[config.mk]
export PLATFORM = sky130hd
export DESIGN_NAME = integer_alu_with_power
export DESIGN_NICKNAME = d
export VERILOG_FILES = /design/src/rtl/core/iawp_pkg.sv /design/src/rtl/core/iawp_front.sv /design/src/rtl/core/iawp_queue.sv /design/src/rtl/core/iawp_back.sv /design/src/rtl/core/integer_alu_with_power.sv
export SDC_FILE = /design/constraint.sdc
export NUM_CORES = 2
export LEC_CHECK = 0
export ABC_AREA = 1
export BUFFER_PORTS_ARGS = -buffer_cell sky130_fd_sc_hd__buf_2
export CAP_MARGIN = 40
export CORE_ASPECT_RATIO = 0.9
export CORE_MARGIN = 5
export CORE_UTILIZATION = 40
export CTS_CLUSTER_SIZE = 24
export DETAILED_ROUTE_END_ITERATION = 10
export MAX_ROUTING_LAYER = met4
export SYNTH_ARGS = -nofsm -noshare
export SYNTH_HDL_FRONTEND = slang
export SYNTH_SLANG_ARGS = --single-unit
export TNS_END_PERCENT = 10
[constraint.sdc]
create_clock -name clk -period 12.35 [get_ports clk]
set_input_delay 0.6175 -clock clk [delete_from_list [all_inputs] [get_ports clk]]
set_output_delay 0.6175 -clock clk [all_outputs]
set_load 0.02 [all_outputs]
[src/rtl/core/iawp_pkg.sv]
`timescale 1ns / 1ps
package iawp_pkg;

	typedef struct packed {
		logic [30:0] operand_a;
		logic [30:0] operand_b;
		logic [2:0]  opcode;
	} in_item_t;

	typedef struct packed {
		logic signed [31:0] result;
		logic               divide_by_zero;
	} out_item_t;

	typedef enum logic [2:0] {
		OP_ADD = 3'd0,
		OP_SUB = 3'd1,
		OP_MUL = 3'd2,
		OP_DIV = 3'd3,
		OP_REM = 3'd4,
		OP_POW = 3'd5
	} opcode_t;

	// operation class decided by the front end
	typedef enum logic [2:0] {
		K_ADD,
		K_SUB,
		K_MUL,
		K_DIV,
		K_REM,
		K_POW,
		K_ZERO
	} kind_t;

	typedef struct packed {
		logic [30:0] a;
		logic [30:0] b;
		kind_t       kind;
		logic        dz;
	} job_t;

	typedef enum logic [2:0] {
		ST_IDLE,
		ST_MUL,
		ST_DIV,
		ST_POW,
		ST_DONE
	} back_state_t;

endpackage

[src/rtl/core/iawp_front.sv]
`timescale 1ns / 1ps
module iawp_front #(
	parameter int DATA_WIDTH = 32
) (
	input  iawp_pkg::in_item_t item,
	output iawp_pkg::job_t     job
);
	import iawp_pkg::*;

	localparam int OW = (DATA_WIDTH < 31) ? DATA_WIDTH : 31;

	logic [30:0] a_t;
	logic [30:0] b_t;
	kind_t       kind;

	// operands are truncated to OW = min(DATA_WIDTH, 31) bits before any use
	assign a_t = 31'(item.operand_a[OW-1:0]);
	assign b_t = 31'(item.operand_b[OW-1:0]);

	always_comb begin
		unique case (item.opcode)
			OP_ADD:  kind = K_ADD;
			OP_SUB:  kind = K_SUB;
			OP_MUL:  kind = K_MUL;
			OP_DIV:  kind = K_DIV;
			OP_REM:  kind = K_REM;
			OP_POW:  kind = K_POW;
			default: kind = K_ZERO;
		endcase
	end

	always_comb begin
		job.a    = a_t;
		job.b    = b_t;
		job.dz   = ((kind == K_DIV) || (kind == K_REM)) && (b_t == '0);
		job.kind = job.dz ? K_ZERO : kind;
	end

endmodule

[src/rtl/core/iawp_queue.sv]
`timescale 1ns / 1ps
module iawp_queue (
	input  logic           clk,
	input  logic           arst_n,
	input  logic           wr,
	input  iawp_pkg::job_t wr_job,
	output logic           full,
	input  logic           rd,
	output iawp_pkg::job_t rd_job,
	output logic           empty
);
	import iawp_pkg::*;

	job_t       mem_q [2];
	logic       wr_ptr_q;
	logic       rd_ptr_q;
	logic [1:0] count_q;
	logic       do_wr;
	logic       do_rd;

	assign full   = (count_q == 2'd2);
	assign empty  = (count_q == 2'd0);
	assign do_wr  = wr && !full;
	assign do_rd  = rd && !empty;
	assign rd_job = mem_q[rd_ptr_q];

	always_ff @(posedge clk or negedge arst_n) begin
		if (!arst_n) begin
			wr_ptr_q <= 1'b0;
			rd_ptr_q <= 1'b0;
			count_q  <= 2'd0;
		end else begin
			if (do_wr) wr_ptr_q <= !wr_ptr_q;
			if (do_rd) rd_ptr_q <= !rd_ptr_q;
			if (do_wr && !do_rd) count_q <= count_q + 2'd1;
			else if (do_rd && !do_wr) count_q <= count_q - 2'd1;
		end
	end

	always_ff @(posedge clk) begin
		if (do_wr) mem_q[wr_ptr_q] <= wr_job;
	end

endmodule

[src/rtl/core/iawp_back.sv]
`timescale 1ns / 1ps
module iawp_back #(
	parameter int DATA_WIDTH = 32
) (
	input  logic                 clk,
	input  logic                 arst_n,
	input  iawp_pkg::job_t       job,
	input  logic                 job_empty,
	output logic                 job_pop,
	output iawp_pkg::out_item_t  res,
	output logic                 empty,
	input  logic                 pop
);
	import iawp_pkg::*;

	localparam int RW = (DATA_WIDTH < 32) ? DATA_WIDTH : 32;
	localparam int OW = (DATA_WIDTH < 31) ? DATA_WIDTH : 31;
	localparam int CW = $clog2(OW);

	back_state_t      state_q;
	back_state_t      state_d;
	kind_t            kind_q;
	logic             dz_q;
	logic [RW-1:0]    acc_q;
	logic [RW-1:0]    base_q;
	logic [OW-1:0]    exp_q;
	logic [OW-1:0]    quo_q;
	logic [OW-1:0]    rem_q;
	logic [CW-1:0]    cnt_q;
	logic             sq_phase_q;
	logic [RW-1:0]    res_q;
	logic             out_valid_q;
	out_item_t        out_q;
	logic [2*RW-1:0]  prod;
	logic [RW-1:0]    mul_x;
	logic [OW:0]      trial;
	logic             fits;
	logic             take_job;
	logic             load_out;

	// one shared multiplier; square step uses base on both sides
	assign mul_x = (state_q == ST_POW && sq_phase_q) ? base_q : acc_q;
	assign prod  = mul_x * base_q;

	// restoring divide: one quotient bit per cycle
	assign trial = {rem_q, quo_q[OW-1]};
	assign fits  = (trial >= {1'b0, exp_q});

	always_comb begin
		unique case (state_q)
			ST_IDLE: state_d = job_empty ? ST_IDLE :
				(job.kind == K_MUL) ? ST_MUL :
				((job.kind == K_DIV) || (job.kind == K_REM)) ? ST_DIV :
				(job.kind == K_POW) ? ST_POW : ST_DONE;
			ST_MUL:  state_d = ST_DONE;
			ST_DIV:  state_d = (cnt_q == CW'(OW - 1)) ? ST_DONE : ST_DIV;
			ST_POW:  state_d = (exp_q == '0) ? ST_DONE : ST_POW;
			ST_DONE: state_d = (!out_valid_q || pop) ? ST_IDLE : ST_DONE;
			default: state_d = ST_IDLE;
		endcase
	end

	always_comb begin
		take_job = (state_q == ST_IDLE) && !job_empty;
		load_out = (state_q == ST_DONE) && (!out_valid_q || pop);
		job_pop  = take_job;
	end

	always_ff @(posedge clk or negedge arst_n) begin
		if (!arst_n) begin
			state_q     <= ST_IDLE;
			out_valid_q <= 1'b0;
		end else begin
			state_q <= state_d;
			if (load_out) out_valid_q <= 1'b1;
			else if (pop) out_valid_q <= 1'b0;
		end
	end

	always_ff @(posedge clk) begin
		case (state_q)
			ST_IDLE: begin
				kind_q     <= job.kind;
				dz_q       <= job.dz;
				cnt_q      <= '0;
				sq_phase_q <= 1'b0;
				rem_q      <= '0;
				quo_q      <= job.a[OW-1:0];
				exp_q      <= job.b[OW-1:0];
				case (job.kind)
					K_ADD: res_q <= RW'(job.a) + RW'(job.b);
					K_SUB: res_q <= RW'(job.a) - RW'(job.b);
					default: res_q <= '0;
				endcase
				if (job.kind == K_POW) begin
					acc_q  <= RW'(1);
				end else begin
					acc_q  <= RW'(job.a);
				end
				base_q <= (job.kind == K_POW) ? RW'(job.a) : RW'(job.b);
			end
			ST_MUL: res_q <= prod[RW-1:0];
			ST_DIV: begin
				cnt_q <= cnt_q + CW'(1);
				quo_q <= {quo_q[OW-2:0], fits};
				rem_q <= fits ? OW'(trial - {1'b0, exp_q}) : trial[OW-1:0];
				if (cnt_q == CW'(OW - 1)) begin
					res_q <= (kind_q == K_DIV) ? RW'({quo_q[OW-2:0], fits})
						: RW'(fits ? OW'(trial - {1'b0, exp_q}) : trial[OW-1:0]);
				end
			end
			ST_POW: begin
				if (exp_q == '0) begin
					res_q <= acc_q;
				end else if (!sq_phase_q) begin
					if (exp_q[0]) acc_q <= prod[RW-1:0];
					sq_phase_q <= 1'b1;
				end else begin
					base_q     <= prod[RW-1:0];
					exp_q      <= exp_q >> 1;
					sq_phase_q <= 1'b0;
				end
			end
			default: ;
		endcase
		if (load_out) begin
			out_q.result         <= 32'(res_q);
			out_q.divide_by_zero <= dz_q;
		end
	end

	assign res   = out_q;
	assign empty = !out_valid_q;

endmodule

[src/rtl/core/integer_alu_with_power.sv]
`timescale 1ns / 1ps
// Integer ALU: add, subtract, multiply, divide, remainder and power of two
// non-negative operands, result wrapped to min(DATA_WIDTH, 32) bits and shown as 32.
// Input side is a queue: drive item and push; the transaction is taken at a
// clock edge with push high and full low. A two-entry job queue sits after
// the decode front end, so a few items can be pushed while one executes.
// Result side is a one-entry register: while empty is low, res holds the result;
// pop takes it. While pop stays low the result register holds and the
// execution unit waits with its finished value, then the job queue fills
// and full rises.
// In the execution unit, add, subtract and unused codes go from idle straight
// to done; multiply passes through the multiply state; divide and remainder
// run the one-bit-per-cycle restoring divider over OW = min(DATA_WIDTH, 31)
// bits; power alternates multiply and square steps on the single shared
// multiplier used once per cycle, until the exponent is zero.
// Divide or remainder by zero returns 0 with divide_by_zero set.
// Reset empties the queue and marks the result register empty; nothing is pending after.
module integer_alu_with_power #(
	parameter int DATA_WIDTH = 32
) (
	input  logic                clk,
	input  logic                arst_n,
	input  iawp_pkg::in_item_t  item,
	input  logic                push,
	output logic                full,
	output iawp_pkg::out_item_t res,
	output logic                empty,
	input  logic                pop
);
	import iawp_pkg::*;

	job_t job_in;
	job_t job_out;
	logic job_empty;
	logic job_pop;

	iawp_front #(.DATA_WIDTH(DATA_WIDTH)) u_front (
		.item (item),
		.job  (job_in)
	);

	iawp_queue u_queue (
		.clk    (clk),
		.arst_n (arst_n),
		.wr     (push),
		.wr_job (job_in),
		.full   (full),
		.rd     (job_pop),
		.rd_job (job_out),
		.empty  (job_empty)
	);

	iawp_back #(.DATA_WIDTH(DATA_WIDTH)) u_back (
		.clk       (clk),
		.arst_n    (arst_n),
		.job       (job_out),
		.job_empty (job_empty),
		.job_pop   (job_pop),
		.res       (res),
		.empty     (empty),
		.pop       (pop)
	);

endmodule

# == Yosys cells after proc, flatten, opt, wreduce, memory -nomap -nowiden ==
# Memories as Yosys holds them, arrays and structs flattened.
# Cells that the tools add are included.
# totals
latchBits,0
out_inout_bits,35
n_memories,1
reg_bits,240
ramBits,132
word_cells,126
in_bits,69
rom_bits,0
# op_classes
mul,1
addsub,6
mux,42
n_lt_le_gt_ge,1
n_eq_ne,25
bitwise,0
shifts,0
reduce_logical,33
n_div,0
# memory_table
name,words,width,rd,rd_ports_with_merged_regs,wr,line,source
u_queue.mem_q,2,66,1,0,1,iawp_queue.sv:14,job_t mem_q [2];
# ops
cell,count
$mux W32,9
$pmux W32 S2,3
$mux W31,6
$pmux W31 S2,3
$pmux W32 S4,1
$logic_not A31 Y1,2
$add A31 B31 Y32,1
$ge A32 B31 Y1,1
$mul A32 B32 Y32,1
$sub A31 B31 Y32,1
$sub A31 B31 Y31,1
$eq A3 B2 Y1 const B,8
$mux W3,8
$eq A3 B3 Y1 const B,6
$pmux W3 S6,1
$pmux W3 S5,1
$pmux W5 S2,1
$eq A3 B1 Y1 const B,3
$logic_not A3 Y1,3
$logic_and A1 B1 Y1,8
$reduce_bool A2 Y1,4
$logic_not A1 Y1,7
$mux W1,6
$ne A2 B1 Y1 const B,3
other kinds (14),20

# == Depth between registers and ports, before layout ==
# depth
depth_word,8
depth_mapped,38
ltp_nobuf,36

# == Modules after synthesis ==
# Synthesis repeated with hierarchy kept, for this count alone.
# unflattened
hier_cells,4270
hier_area_um2,36311.1
# by_module_without_submodules
module,n_inst,seq_area_each_um2,area_per_inst_um2,cells_each
iawp_back,1,7066.8,30628.1,3789
iawp_queue,1,4063.9,5047.3,377
iawp_front,1,0.0,635.6,104

# == Worst setup path after synthesis ==
# Ideal clock, no wire load.
# synth_timing
kind,reg2reg
startpoint,register u_back.state_q[2]
endpoint,register u_back.res_q[27] (data pin)
slack_ns,4.815
path_buffers,3
path_stages_with_launch,33
arrival_time_ns,7.273
period_less_slack_ns,7.535
t_required_ns,12.089
setup_ns,0.261
path_cell_list,dfrtp_1 -> inv_2 -> nand4_2 -> buf_6 -> buf_2 -> buf_1 -> nand2_1 -> o21ai_1 -> inv_1 -> nor2_1 -> fa_1 -> inv_1 -> fa_1 -> fa_1 -> fa_1 -> inv_1 -> fa_1 -> inv_1 -> fa_1 -> inv_1 -> fa_1 -> fa_1 -> ha_1 -> a21oi_1 -> o21ai_0 -> a21oi_1 -> nand3_1 -> nand3_1 -> nand2_1 -> or2_2 -> nand3_1 -> o21ai_0 -> nand3b_1
# synth_between
elab_chain_len,5
elab_cells_between_ends,8
classes_between,mul (1); eq/ne (3); mux (2); reduce/logical (2)
# synth_lines
item,line,source
start: declaration,iawp_back.sv:20,back_state_t state_q;
start signal: assignment,iawp_back.sv:74,state_q <= state_d;
$eq A3 B2 Y1,"iawp_back.sv:42, iawp_back.sv:81",
$logic_and A1 B1 Y1,iawp_back.sv:42,assign mul_x = (state_q == ST_POW && sq_phase_q) ? base_q : acc_q;
$mux W32,iawp_back.sv:42,
$mul A32 B32 Y32,iawp_back.sv:43,assign prod = mul_x * base_q;
$pmux W32 S4 (*),iawp_back.sv:81,case (state_q)
end signal: assignment,iawp_back.sv:91,K_ADD: res_q <= RW'(job.a) + RW'(job.b);
end signal: assignment,iawp_back.sv:92,K_SUB: res_q <= RW'(job.a) - RW'(job.b);
end signal: assignment,iawp_back.sv:102,ST_MUL: res_q <= prod[RW-1:0];
end: declaration,iawp_back.sv:31,logic [RW-1:0] res_q;
# Mark *: on every way between the ends. The rest lies on a longest branch, timed or not.
# A chain may end at the register's enable or synchronous reset.

# == Final worst setup path ==
# layout_timing
startpoint,register u_back.sq_phase_q
endpoint,register u_back.res_q[30] (data pin)
# layout_between
elab_chain_len,4
# layout_lines
item,line,source
start: declaration,iawp_back.sv:30,logic sq_phase_q;
start signal: assignment,iawp_back.sv:86,sq_phase_q <= 1'b0;
start signal: assignment,iawp_back.sv:117,sq_phase_q <= 1'b1;
start signal: assignment,iawp_back.sv:121,sq_phase_q <= 1'b0;
$logic_and A1 B1 Y1,iawp_back.sv:42,
$mux W32,iawp_back.sv:42,
$mul A32 B32 Y32,iawp_back.sv:43,
$pmux W32 S4,iawp_back.sv:81,
# No other way between the ends.

==> impl_metrics.py <==
metrics = {
    "status": {
        "outcome": "completed",
    },
    "worst_setup_path": {
        "critPathTopFamily": "adder cells",
        "slowest_delay_ps": 1040,
        "cp.arrival_ps": 10030,
        "path_buf_inv": 6,
        "critPathMostFrequentCell": "fa_1",
        "worstPathRequired_ps": 12650,
        "crit_fanout": 24,
        "end_kind": "flop",
        "critPathSlowestCell": "o21ai_4",
        "crit_path_start_kind": "flop",
        "path_class": "flop to flop",
    },
    "finish": {
        "finish.utilization_pct": 44.3,
        "layout-drive-gt1-share_pct": 7.56,
        "multi_input_area_sq_um": 21200,
        "syn_to_final_growth_pct": 10.1,
        "seq_area_sq_um": 11100,
        "fill_cells": 8817,
        "fin_cells": 5471,
        "final_net_count": 4935,
    },
    "synth": {
        "synth_top_area_cell": "edfxtp_1",
        "ys_ff_latch": 372,
        "synth.area.top_cells": "edfxtp_1 (30%), fa_1 (23%), nand2_1 (9.2%), inv_1 (8.3%), ha_1 (6.6%)",
        "yosysMostFrequentCell": "nand2_1",
        "ys_async_sr_fraction_pct": 2.15,
        "synth_ff_type": "edfxtp_1",
        "ys_types": 57,
        "yosysSeqAreaShare_pct": 30.9,
        "synth-edff-count": 364,
        "synth_common_cells": "nand2_1 (877), inv_1 (791), nor2_1 (447)",
        "synth_top_area_share_pct": 30.4,
        "netlist_area_sq_um": 36000,
        "syn_area_per_cell_sq_um": 8.61,
        "syn-num-nets": 4846,
        "synth_cells": 4178,
        "synth_warnings": 0,
    },
    "clock_tree": {
        "numCtsBuffers": 39,
        "cts_resized": 0,
        "clkSinkCount": 372,
        "root_buffer": "clkbuf_16",
        "htreeDepth": 2,
        "clkTransAtPathRegs_ps": 70,
        "insertion_delay_ps": 570,
        "cts_tree": "built",
        "clockBufferDepth": 3,
    },
    "routing": {
        "ant_nets": 0,
        "drt_iter0_markers": 3643,
        "routed_wl_microns": 124000,
        "wire_per_inst_microns": 22.7,
        "num_vias": 29331,
        "via_per_inst": 5.36,
        "drc": 0,
        "dr.pass1.iters": 9,
    },
    "sta": {
        "fin_crit_ps": 9720,
        "fmaxAchievable_mhz": 103,
        "slew_headroom_pct": 34.8,
        "finalHoldViolations": 0,
        "setup_viol": 0,
        "finalSetupTns_ps": 0,
        "rsz0062_at_grt": "no",
        "slew_violations": 0,
        "fin_skew_ps": 25.0,
        "tightest_slew_ps": 968,
        "fin_crit_sh_pct": 78.7,
    },
    "die": {
        "die_h_microns": 294,
        "ios": 104,
        "die_w_microns": 326,
        "die_area_sq_um": 96000,
        "design.core.area_sq_um": 89400,
        "rows": 104,
        "start_util_pct": 40.2,
    },
    "run": {
        "maxCapViolCount": 0,
    },
    "global_route": {
        "grt_pass1_vias": 29023,
        "grtUsageTotal_pct": 26.6,
        "grt_first_pass_wirelength_microns": 186000,
        "grt_max_degree": 72,
        "grt-ovfl-total": 0,
        "antenna_found_initial": 7,
    },
    "placed_design": {
        "port_buffers": 103,
        "place_inst": 5389,
        "gp_congestion": 1.00,
        "dp_hpwl_microns": 99700,
    },
    "min_path": {
        "hold_path.class": "input port to flop",
    },
}
-- state kept, by name, summed over array words and instances (netlist names), 2 cells and up --
register,count
u_back.res,33
u_back.acc_q,32
u_back.base_q,32
u_back.quo_q,31
u_back.cnt_q,5
u_back.exp_q,31
u_queue.count_q,2
u_back.res_q,32
u_back.state_q,3
u_queue.mem_q,132
u_back.kind_q,3
u_back.rem_q,31
-- final cells by class --
class	count	share of cell area, %
antenna	7	0.0442
timing repair buffer	196	3.60
clock buffer	51	2.63
clock inverter	21	0.642
multi-input combinational	2851	53.6
tap	1166	3.68
sequential	372	28.1
inverter	807	7.65
-- stage by stage --
stage	area [sq um]	setup WS, ps	hold slack, ps
5_1_grt	39600	2350	217
3_3_place_gp	37900	2850	403
6_report	39600	2630	235
3_5_place_dp	38300	3000	406
4_1_cts	39600	2960	213
2_1_floorplan	36000	4820	322
-- path summary, 6_finish.rpt --
check                                                  from                             end  slack (ps)  cells after the start
max in group asynchronous                            arst_n    u_queue.rd_ptr_q$_DFFE_PN0P_       11700                      2
worst min-delay path                               item[58]  u_queue.mem_q[0][59]$_DFFE_PP_         230                      1
min in group asynchronous                            arst_n  u_queue.count_q[0]$_DFFE_PN0P_         430                      2
worst max register to register  u_back.sq_phase_q$_DFFE_PP_      u_back.res_q[30]$_DFFE_PP_        2630                     26
worst max-delay path            u_back.sq_phase_q$_DFFE_PP_      u_back.res_q[30]$_DFFE_PP_        2630                     26
worst min register to register    u_back.res_q[4]$_DFFE_PP_         u_back.res[5]$_DFFE_PP_         410                      0
-- repair_timing --
| item | in CTS | in global routing |
|---|---|---|
| setup endpoints to repair | 0 | 0 |
| buffers inserted | 0 | 0 |
| endpoints found under the hold margin | 8 | 0 |
| hold buffers | 1 | 0 |
-- worst register-to-register path, cell delays in order (launching register included) --
cell       delay, ps
edfxtp_1         320
buf_4            290
nand4_2          770
o21ai_4         1060
clkinv_1         660
nand2_1          230
fa_1             430
inv_1             80
fa_1             440
fa_1             510
fa_1             550
inv_1             50
fa_1             480
inv_1             50
fa_1             450
fa_1             510
fa_1             410
ha_1             350
inv_1             90
nor3_1           520
nand2_1          190
nor4_1           270
nand2_1           90
o2111ai_1        270
nand2_1          160
nand3_1          140
nand4_1          100
-- metal layers --
metal	part of all wire (%)	track usage, %	vias up
met2	42	38.0	1490
met5	0	-	-
met1	44	38.8	14262
li1	-	-	13385
met3	12	6.77	194
met4	2.2	5.06	0
-- logic make-up after synthesis --
kind of cell	count (synthesis)	share of synthesized area, %
simple gates	1562	17.7
compound gates	592	9.32
buf+inv	955	10.2
flops	372	30.9
mux	7	0.198
xor+xnor	91	2.22
fa+ha+maj	599	29.4
-- layout by cell type (no fill, tap or decap), drive strengths merged, types with 11 or more instances in the layout --
master,n
nor4,19
edfxtp,364
o21a,11
nor3,21
clkbuf,51
nand4,26
nand3,123
o21ai,332
fa,410
xor2,56
o2111ai,21
nand2,886
ha,189
nand3b,13
xnor2,35
o211ai,27
clkinv,25
a21o,13
buf,195
a21oi,136
nor2,454
or2,20
inv,797
a31oi,11
o21bai,13
Power is left out: the tool's default activity adds up to more than one toggle a clock period on the data nets, which glitch-free logic cannot reach.
